===== config.mk =====
export PLATFORM = sky130hd
export DESIGN_NAME = tcfr_engine_flat
export DESIGN_NICKNAME = d
export VERILOG_FILES = /design/src/tcfr_pkg.sv /design/src/tcfr_if.sv /design/src/tcfr_engine.sv /design/src/flat_wrapper.sv
export SDC_FILE = /design/constraint.sdc
export NUM_CORES = 1
export LEC_CHECK = 0
export BUFFER_PORTS_ARGS = -buffer_cell sky130_fd_sc_hd__buf_2
export CAP_MARGIN = 10
export CORE_MARGIN = 10
export CORE_UTILIZATION = 50
export CTS_CLUSTER_SIZE = 40
export DETAILED_ROUTE_END_ITERATION = 8
export PLACE_DENSITY = 0.89
export RECOVER_POWER = 25
export SETUP_SLACK_MARGIN = 0.05
export SKIP_CTS_REPAIR_TIMING = 1
export SYNTH_ARGS = -nofsm -noshare
export SYNTH_HDL_FRONTEND = slang
export SYNTH_SLANG_ARGS = --single-unit

===== constraint.sdc =====
create_clock -name clk -period 7.4 [get_ports clk]
set_input_delay 0.74 -clock clk [delete_from_list [all_inputs] [get_ports clk]]
set_output_delay 0.74 -clock clk [all_outputs]
set_load 0.02 [all_outputs]

===== src/tcfr_pkg.sv =====
`timescale 1ns / 1ps
// ----------------------------------------------------------------------------
// tcfr_pkg
// Types and constants for the nine-byte motor command framer and reply
// checker.
// ----------------------------------------------------------------------------
package tcfr_pkg;

    localparam int unsigned CFG_DATA_W = 10;
    localparam int unsigned FRAME_LEN  = 9;

    localparam logic [3:0] SUM_LEN    = 4'd8;
    localparam logic [3:0] STATUS_POS = 4'd2;
    localparam logic [3:0] VALUE_POS  = 4'd4;
    localparam logic [3:0] LAST_IDX   = 4'd8;
    localparam logic [9:0] TICKS_MAX  = 10'h3FF;

    localparam logic [7:0] RST_CODE_RIGHT = 8'd1;
    localparam logic [7:0] RST_CODE_LEFT  = 8'd2;
    localparam logic [7:0] RST_CODE_STOP  = 8'd3;
    localparam logic [7:0] RST_ACK        = 8'd100;
    localparam logic [9:0] RST_TIMEOUT    = 10'd50;

    typedef enum logic [1:0] {
        OP_SEND    = 2'd0,
        OP_RX_BYTE = 2'd1,
        OP_TICK    = 2'd2
    } opcode_t;

    typedef enum logic [1:0] {
        MOTION_RIGHT = 2'd0,
        MOTION_LEFT  = 2'd1,
        MOTION_STOP  = 2'd2
    } motion_t;

    typedef enum logic [2:0] {
        KIND_TX       = 3'd0,
        KIND_OK       = 3'd1,
        KIND_NACK     = 3'd2,
        KIND_CSUM_ERR = 3'd3,
        KIND_TIMEOUT  = 3'd4
    } kind_t;

    typedef enum logic [2:0] {
        REG_CODE_RIGHT = 3'd0,
        REG_CODE_LEFT  = 3'd1,
        REG_CODE_STOP  = 3'd2,
        REG_ACK        = 3'd3,
        REG_TIMEOUT    = 3'd4
    } reg_index_t;

    typedef logic [7:0] byte_t;

    typedef struct packed {
        logic [1:0]         opcode;
        logic [7:0]         module_address;
        logic [1:0]         motion;
        logic signed [31:0] velocity;
        logic               read_back;
        logic [7:0]         rx_byte;
    } req_t;

    typedef struct packed {
        logic [2:0]         kind;
        logic [7:0]         tx_byte;
        logic               tx_last;
        logic [7:0]         reply_status;
        logic signed [31:0] reply_value;
    } res_t;

    typedef struct packed {
        logic [7:0] code_rotate_right;
        logic [7:0] code_rotate_left;
        logic [7:0] code_stop;
        logic [7:0] ack_status_code;
        logic [9:0] timeout_ticks;
    } cfg_t;

    typedef struct packed {
        logic                         is_frame;
        byte_t [FRAME_LEN-1:0]        frame;
        logic [2:0]                   kind;
        logic [7:0]                   status;
        logic [31:0]                  value;
    } job_t;

endpackage


===== src/tcfr_if.sv =====
`timescale 1ns / 1ps
// ----------------------------------------------------------------------------
// tcfr_if
// Valid/ready channels for requests and results.
// ----------------------------------------------------------------------------
interface tcfr_req_if;
    logic            valid;
    logic            ready;
    tcfr_pkg::req_t  data;

    modport source (output valid, output data, input ready);
    modport sink   (input valid, input data, output ready);
endinterface



===== src/tcfr_engine.sv =====
`timescale 1ns / 1ps
// ----------------------------------------------------------------------------
// tcfr_engine
// Request register, command framing and reply receiver state; hands one
// job per request that yields results to the serialiser.
// ----------------------------------------------------------------------------
module tcfr_engine
(
    input  logic                clk,
    input  logic                rst_n,
    tcfr_req_if.sink            request,
    input  tcfr_pkg::cfg_t      cfg,
    input  logic                job_free,
    output logic                job_valid,
    output tcfr_pkg::job_t      job
);

    logic            req_valid_reg;
    logic            req_valid_next;
    tcfr_pkg::req_t  req_reg;
    logic            go;

    logic            armed_reg;
    logic            armed_next;
    logic [3:0]      reply_count_reg;
    logic [3:0]      reply_count_next;
    logic [7:0]      reply_sum_reg;
    logic [7:0]      reply_sum_next;
    logic [7:0]      held_status_reg;
    logic [7:0]      held_status_next;
    logic [31:0]     held_value_reg;
    logic [31:0]     held_value_next;
    logic [9:0]      elapsed_reg;
    logic [9:0]      elapsed_next;

    logic            neg;
    logic [31:0]     mag;
    logic [7:0]      code;
    logic [31:0]     value;
    logic [7:0]      sum;
    tcfr_pkg::byte_t [tcfr_pkg::FRAME_LEN-1:0] frame;

    assign go            = req_valid_reg && job_free;
    assign request.ready = !req_valid_reg || go;

    always_comb
    begin
        req_valid_next = req_valid_reg;
        if (request.valid && request.ready)
        begin
            req_valid_next = 1'b1;
        end
        else if (go)
        begin
            req_valid_next = 1'b0;
        end
    end

    always_ff @(posedge clk or negedge rst_n)
    begin
        if (!rst_n)
        begin
            req_valid_reg <= 1'b0;
        end
        else
        begin
            req_valid_reg <= req_valid_next;
        end
    end

    always_ff @(posedge clk)
    begin
        if (request.valid && request.ready)
        begin
            req_reg <= request.data;
        end
    end

    // build the command frame
    always_comb
    begin
        neg = req_reg.velocity[31];
        mag = neg ? (32'd0 - 32'(req_reg.velocity)) : 32'(req_reg.velocity);
        case (req_reg.motion)
            tcfr_pkg::MOTION_RIGHT:
            begin
                code  = neg ? cfg.code_rotate_left : cfg.code_rotate_right;
                value = mag;
            end
            tcfr_pkg::MOTION_LEFT:
            begin
                code  = neg ? cfg.code_rotate_right : cfg.code_rotate_left;
                value = mag;
            end
            default:
            begin
                code  = cfg.code_stop;
                value = 32'd0;
            end
        endcase
        frame[0] = req_reg.module_address;
        frame[1] = code;
        frame[2] = 8'd0;
        frame[3] = 8'd0;
        frame[4] = value[31:24];
        frame[5] = value[23:16];
        frame[6] = value[15:8];
        frame[7] = value[7:0];
        sum = 8'd0;
        for (int i = 0; i < 8; i++)
        begin
            sum = sum + frame[i];
        end
        frame[8] = sum;
    end

    // receiver state and job
    always_comb
    begin
        armed_next       = armed_reg;
        reply_count_next = reply_count_reg;
        reply_sum_next   = reply_sum_reg;
        held_status_next = held_status_reg;
        held_value_next  = held_value_reg;
        elapsed_next     = elapsed_reg;
        job_valid        = 1'b0;
        job.is_frame     = 1'b0;
        job.frame        = frame;
        job.kind         = tcfr_pkg::KIND_TIMEOUT;
        job.status       = 8'd0;
        job.value        = 32'd0;
        if (go)
        begin
            case (req_reg.opcode)
                tcfr_pkg::OP_SEND:
                begin
                    reply_count_next = 4'd0;
                    reply_sum_next   = 8'd0;
                    held_status_next = 8'd0;
                    held_value_next  = 32'd0;
                    elapsed_next     = 10'd0;
                    armed_next       = req_reg.read_back;
                    job_valid        = 1'b1;
                    job.is_frame     = 1'b1;
                    job.kind         = tcfr_pkg::KIND_TX;
                end
                tcfr_pkg::OP_RX_BYTE:
                begin
                    if (armed_reg)
                    begin
                        if (reply_count_reg < tcfr_pkg::SUM_LEN)
                        begin
                            if (reply_count_reg == tcfr_pkg::STATUS_POS)
                            begin
                                held_status_next = req_reg.rx_byte;
                            end
                            if (reply_count_reg >= tcfr_pkg::VALUE_POS)
                            begin
                                held_value_next = {held_value_reg[23:0], req_reg.rx_byte};
                            end
                            reply_sum_next   = reply_sum_reg + req_reg.rx_byte;
                            reply_count_next = reply_count_reg + 4'd1;
                        end
                        else
                        begin
                            if (req_reg.rx_byte != reply_sum_reg)
                            begin
                                job.kind = tcfr_pkg::KIND_CSUM_ERR;
                            end
                            else if (held_status_reg == cfg.ack_status_code)
                            begin
                                job.kind = tcfr_pkg::KIND_OK;
                            end
                            else
                            begin
                                job.kind = tcfr_pkg::KIND_NACK;
                            end
                            job.status       = held_status_reg;
                            job.value        = held_value_reg;
                            job_valid        = 1'b1;
                            armed_next       = 1'b0;
                            reply_count_next = 4'd0;
                        end
                    end
                end
                tcfr_pkg::OP_TICK:
                begin
                    if (armed_reg)
                    begin
                        if (elapsed_reg < tcfr_pkg::TICKS_MAX)
                        begin
                            elapsed_next = elapsed_reg + 10'd1;
                        end
                        if (elapsed_next >= cfg.timeout_ticks)
                        begin
                            armed_next = 1'b0;
                            job_valid  = 1'b1;
                            job.kind   = tcfr_pkg::KIND_TIMEOUT;
                        end
                    end
                end
                default:
                begin
                    armed_next = armed_reg;
                end
            endcase
        end
    end

    always_ff @(posedge clk or negedge rst_n)
    begin
        if (!rst_n)
        begin
            armed_reg       <= 1'b0;
            reply_count_reg <= 4'd0;
            reply_sum_reg   <= 8'd0;
            held_status_reg <= 8'd0;
            held_value_reg  <= 32'd0;
            elapsed_reg     <= 10'd0;
        end
        else
        begin
            armed_reg       <= armed_next;
            reply_count_reg <= reply_count_next;
            reply_sum_reg   <= reply_sum_next;
            held_status_reg <= held_status_next;
            held_value_reg  <= held_value_next;
            elapsed_reg     <= elapsed_next;
        end
    end

`ifndef SYNTHESIS
    assert property (@(posedge clk) disable iff (!rst_n)
        reply_count_reg <= tcfr_pkg::SUM_LEN)
        else $error("reply count beyond eight");

    assert property (@(posedge clk) disable iff (!rst_n)
        !armed_reg |=> (reply_count_reg == 4'd0 && elapsed_reg == 10'd0) || !armed_reg)
        else $error("receiver armed without a fresh start");
`endif

endmodule


===== src/flat_wrapper.sv =====
// flat-port wrapper written by rule: the top's interface ports become plain ports
module tcfr_engine_flat 
  (clk, rst_n, cfg, job_free, job_valid, job, request_valid, request_data, request_ready);
  tcfr_req_if request_i ();
  input  logic clk;
  input  logic rst_n;
  input  tcfr_pkg::cfg_t cfg;
  input  logic job_free;
  output logic job_valid;
  output tcfr_pkg::job_t job;
  input wire logic [$bits(request_i.valid)-1:0] request_valid;
  input wire logic [$bits(request_i.data)-1:0] request_data;
  output wire logic [$bits(request_i.ready)-1:0] request_ready;
  assign request_i.valid = request_valid;
  assign request_i.data = request_data;
  assign request_ready = request_i.ready;
  tcfr_engine u_core (.clk(clk), .rst_n(rst_n), .request(request_i), .cfg(cfg), .job_free(job_free), .job_valid(job_valid), .job(job));
endmodule

Word level (Yosys, flattened, before mapping). Index checks and enable logic that the tools add are counted.

Equality and inequality tests: 11. Magnitude comparators: 4. Mux-type cells: 47. Add/sub/neg operators: 9. Reduce and logical (&&, ||, !) cells: 17.

Operators by type and width (count): $mux 32 (5); $mux 43 (3); $pmux 32 s2 (1); $mux 8 (7); $mux 10 (5); $add 8x8->8 (6); $pmux 8 s2 (3); $mux 40 (1); $sub 1x32->32 const A (1); $pmux 10 s2 (1); $mux 1 (13); $add 10x1->10 const B (1); $ge 10x10->1 (1); $lt 10x10->1 const B (1); $ne 2x1->1 const B (5); $reduce_and 5->1 (2); $eq 8x8->1 (1); $mux 4 (2); $ne 8x8->1 (1); $pmux 4 s2 (1); $pmux 1 s3 (2); $pmux 3 s2 (1); $reduce_and 3->1 (2); $reduce_bool 2->1 (3); other kinds (15) (19).

Output and inout bits: 118. Register bits: 117. Bits of input ports: 99. Word-level logic and storage cells: 101.

Depth between registers and ports, before layout.
Word-level depth: 10. Mapped depth: 21. Mapped depth without buffers: 20.

Worst setup path before layout. OpenSTA, ideal clock, no wires.

Path type: reg2out. Start point: register u_core.req_reg[15] (netlist name). End point: output job[114] (netlist name). Data required time: 6.660 ns. Buffers on the path: 2. Data arrival time: 5.670 ns. Cell stages (with the launch flop): 22. Slack: 0.990 ns. Cell sequence: edfxtp_1 -> or3_4 -> or4_4 -> buf_6 -> or4_4 -> buf_6 -> o31ai_1 -> xor2_1 -> nor2_1 -> fa_1 -> inv_1 -> fa_1 -> fa_1 -> inv_1 -> ha_1 -> a21oi_1 -> nor2b_1 -> o21ai_0 -> nand2b_1 -> a21oi_1 -> xnor2_1 -> xnor3_1.

RTL lines: start: declaration (RTL line tcfr_engine.sv:20) `tcfr_pkg::req_t req_reg;`; start signal: assignment (RTL line tcfr_engine.sv:75) `req_reg <= request.data;`; end: declaration (RTL line flat_wrapper.sv:10) `output tcfr_pkg::job_t job;`.

==> impl_summary.txt <==
----------------------------------------------------
[STA]
  Hold WS ... 0.472 ns
  Period Utilization, post-route ... 93.7%
  Count of endpoints failing setup in the final report ... 0
  RSZ-0062 raised after global routing ... false
  Number of pins with negative max-slew slack in the final report ... 65
  Worst clock skew ... 0.00799 ns
  Max-slew headroom at the worst pin ... -123%
  Maximum clock rate ... 144 MHz
  Min cycle time layout ... 6.93 ns
  Tightest Pin Transition ... 3.34 ns
  Number of hold violations in the final report ... 0
  Setup tns final ... 0 ns

[Detailed routing]
  Number of remaining DRC errors ... 0
  Wire per inst ... 17.0 µm
  Per-cell via count in the routed design ... 5.23
  Initial DRT Pass Iterations ... 6
  Initial DRC count ... 404
  Vias after detailed routing ... 6,183
  Antenna Nets Post-Route ... 0
  Total Routed Length ... 20,200 µm

[Global route]
  Wire length of the first global-routing pass ... 31,600 µm
  Congestion Overflow GR ... 0
  Vias in the first global route ... 6,202
  GRT Overall Usage ... 19.6%
  Largest net degree at the start of global routing ... 65
  Initial antenna violation count ... 3

[Synth]
  Number of flops mapped to enable cells by yosys ... 53
  Ranking of synthesized cells by area ... dfrtp_1, edfxtp_1, fa_1
  Count of different cell masters after synthesis ... 56
  Simple-gate share of the synthesized area ... 17.3%
  Most used standard cell by instance count after synthesis ... nand2_1
  Cell type contributing the most total cell area after synthesis ... dfrtp_1
  Average cell area after synthesis ... 9.55 µm²
  Synth warn ... 0
  Area share of fa/ha/maj cells after synthesis ... 12.4%
  Dominant synthesized flop cell ... dfrtp_1
  Mux contribution to synthesized area ... 1.59%
  Count of state elements after synthesis ... 117
  Share of async-settable or async-resettable flops after synthesis ... 54.7%
  Share of the synthesized area in the top cell type ... 21.0%
  Number of instances in the synthesized netlist ... 799
  Netlist Area Pre-Place ... 0.00763 mm²
  Xor and xnor fraction of the mapped netlist area ... 7.15%
  Main combinational cell family by area after synthesis ... simple AND/OR/NAND/NOR gates
  Compound-gate portion of the synthesized area ... 12.0%
  Most common library cells after synthesis ... nand2_1, o21ai_0, inv_1
  Sequential-to-total area share from yosys stat ... 41.8%

[Critical path]
  Crit. Startpoint ... u_core.req_reg[11]
  Number of cell instances on the worst register-to-register path ... 8
  Kind of critical path ... flip-flop to output port
  Arrival time of data at the critical path endpoint ... 6.19 ns
  Critical path capture point type ... output port
  CP Data Required Time ... 6.66 ns
  Worst reg2reg path endpoint ... u_core.held_status_reg[1]
  Launch point of the worst reg-to-reg path ... u_core.req_reg[52]
  Register-to-register path setup slack ... 4.20 ns
  Startpoint class of the critical path ... flip-flop
  Maximum net fanout on the critical path ... 7

[Floorplan]
  Die Outline Area ... 0.0206 mm²
  Starting density of the core ... 50.6%
  Area inside the core boundary ... 0.0151 mm²
  I/O pin count ... 217
  Die outline width ... 144 µm
  Die Y ... 144 µm
  Num rows ... 45

[Min path]
  Startpoint of the most critical hold path ... u_core.held_value_reg[28]
  Hold Path Depth ... 2
  Worst hold path endpoint ... u_core.held_value_reg[28]
  Class of the worst hold path ... flip-flop to flip-flop

[Place]
  Placer's final routability congestion estimate ... 0.909
  Detailed placer's ending HPWL ... 16,000 µm
  Number of buffer cells added on primary ports ... 200
  Total cell area at the placement stage ... 0.00865 mm²

[Clocking]
  CTS root buffer ... clkbuf_16
  Clock Path Buffers ... 2
  TritonCTS clock tree ... done
  Clk Latency, worst-skew pair ... 0.42 ns
  H-Tree Level Count ... 4
  Total number of clock tree sinks ... 117
  Clk slew on worst S/H paths ... 0.06 ns
  Number of clock buffers inserted by TritonCTS ... 17

[Finish]
  Final design area excluding fillers ... 0.00918 mm²
  FF+latch area ... 0.00319 mm²
  Total number of nets in the final design ... 1,139
  Relative area change from synthesis to final layout ... 20.3%
  Number of inserted filler cells in the final layout ... 1,235
  Fraction of layout cells with a size suffix above 1 ... 25.4%
  Number of flip-flops in the largest register ... 44
  Multi-input gate area in the final layout ... 0.00393 mm²

[Job]
  Reported max-cap violation count ... 1

[Outcome]
  Failing checks ... capacitance limit, slew limit
  Outcome ... finished with violations

[Pwr]
  Maximum ir drop on the vdd rail ... 191 µV
  Total power divided by cell area ... 258 mW/mm²
  Static leakage ... 4.43 nW

----------------------------------------------------
==> worst max-delay path: stages (launching register included) <==
cell	delay, ns
edfxtp_1	0.44
or3_1	0.42
or3b_4	0.45
or4_1	0.59
o41ai_2	0.33
xnor2_1	0.17
nand2b_1	0.12
fa_1	0.52
inv_1	0.05
fa_1	0.47
inv_1	0.05
fa_1	0.52
inv_1	0.04
ha_1	0.32
nor2b_1	0.15
o21ai_0	0.15
nand2b_1	0.09
a21oi_1	0.19
xnor2_1	0.16
xnor3_1	0.36
buf_2	0.18
==> per-layer routing <==
layer	global-route usage, %	part of all wire, %	up-vias
met5	0	0.15	-
met3	6.01	8.6	52
li1	-	-	3009
met2	33.4	49	233
met1	21.7	39	2885
met4	9.89	3.4	4
==> placed cells by master, fill, tap and decap left out, types with 17 or more instances in the layout <==
master / instances
and2_1: 37
nor2_1: 52
edfxtp_1: 53
clkbuf_16: 17
xnor2_1: 18
nand2_1: 108
dfrtp_1: 64
ha_1: 31
fa_1: 28
buf_2: 194
a21oi_1: 18
inv_1: 69
o21ai_0: 79
xor2_1: 38
==> per-stage QoR <==
step | setup slack, ns | total power [mW] | utilization, % | cells
after floorplan | 0.990 | 1.41 | - | 814
after global placement | 0.933 | 1.61 | 57.3 | 1150
after detailed placement | 0.786 | 1.65 | 57.3 | 1150
after CTS | 0.337 | 2.39 | 60.8 | 1182
after global routing | 0.110 | 2.52 | 60.8 | 1182
final | 0.466 | 2.37 | 60.8 | 1183
==> power by group <==
| group | leakage, nW | switching [mW] | internal (mW) |
|---|---|---|---|
| sequential | 1.38 | 0.0614 | 0.744 |
| combinational | 2.79 | 0.489 | 0.339 |
| clock | 0.261 | 0.308 | 0.429 |
| total | 4.43 | 0.858 | 1.51 |
==> layout make-up <==
| class | instances | area share, % |
|---|---|---|
| flip-flops and latches | 117 | 34.8 |
| diodes | 1 | 0.0273 |
| inverters | 69 | 2.82 |
| repair buffers | 206 | 11.3 |
| clock inverters | 14 | 1.12 |
| well taps | 188 | 2.56 |
| clock buffers | 18 | 4.67 |
| multi-input cells | 570 | 42.7 |
==> worst max path at each step <==
stage | endpoint | slack (ns)
final | job[114] | 0.47
after global routing | job[114] | 0.11
after CTS | job[114] | 0.34
after detailed placement | job[114] | 0.79
after global placement | job[114] | 0.93
after floorplan | job[114] | 0.99
==> cells by family (layout without fill, tap and decap cells) <==
group / Yosys count / after routing
AO/OA/AOI/OAI: 150 / 150
XOR/XNOR: 59 / 59
adder cells (fa/ha/maj): 59 / 59
buffers and inverters: 127 / 307
flip-flops: 117 / 117
multiplexers: 12 / 12
other: 1 / 17
AND/OR/NAND/NOR: 274 / 274
No activity file was read; power rests on OpenSTA's default activity.
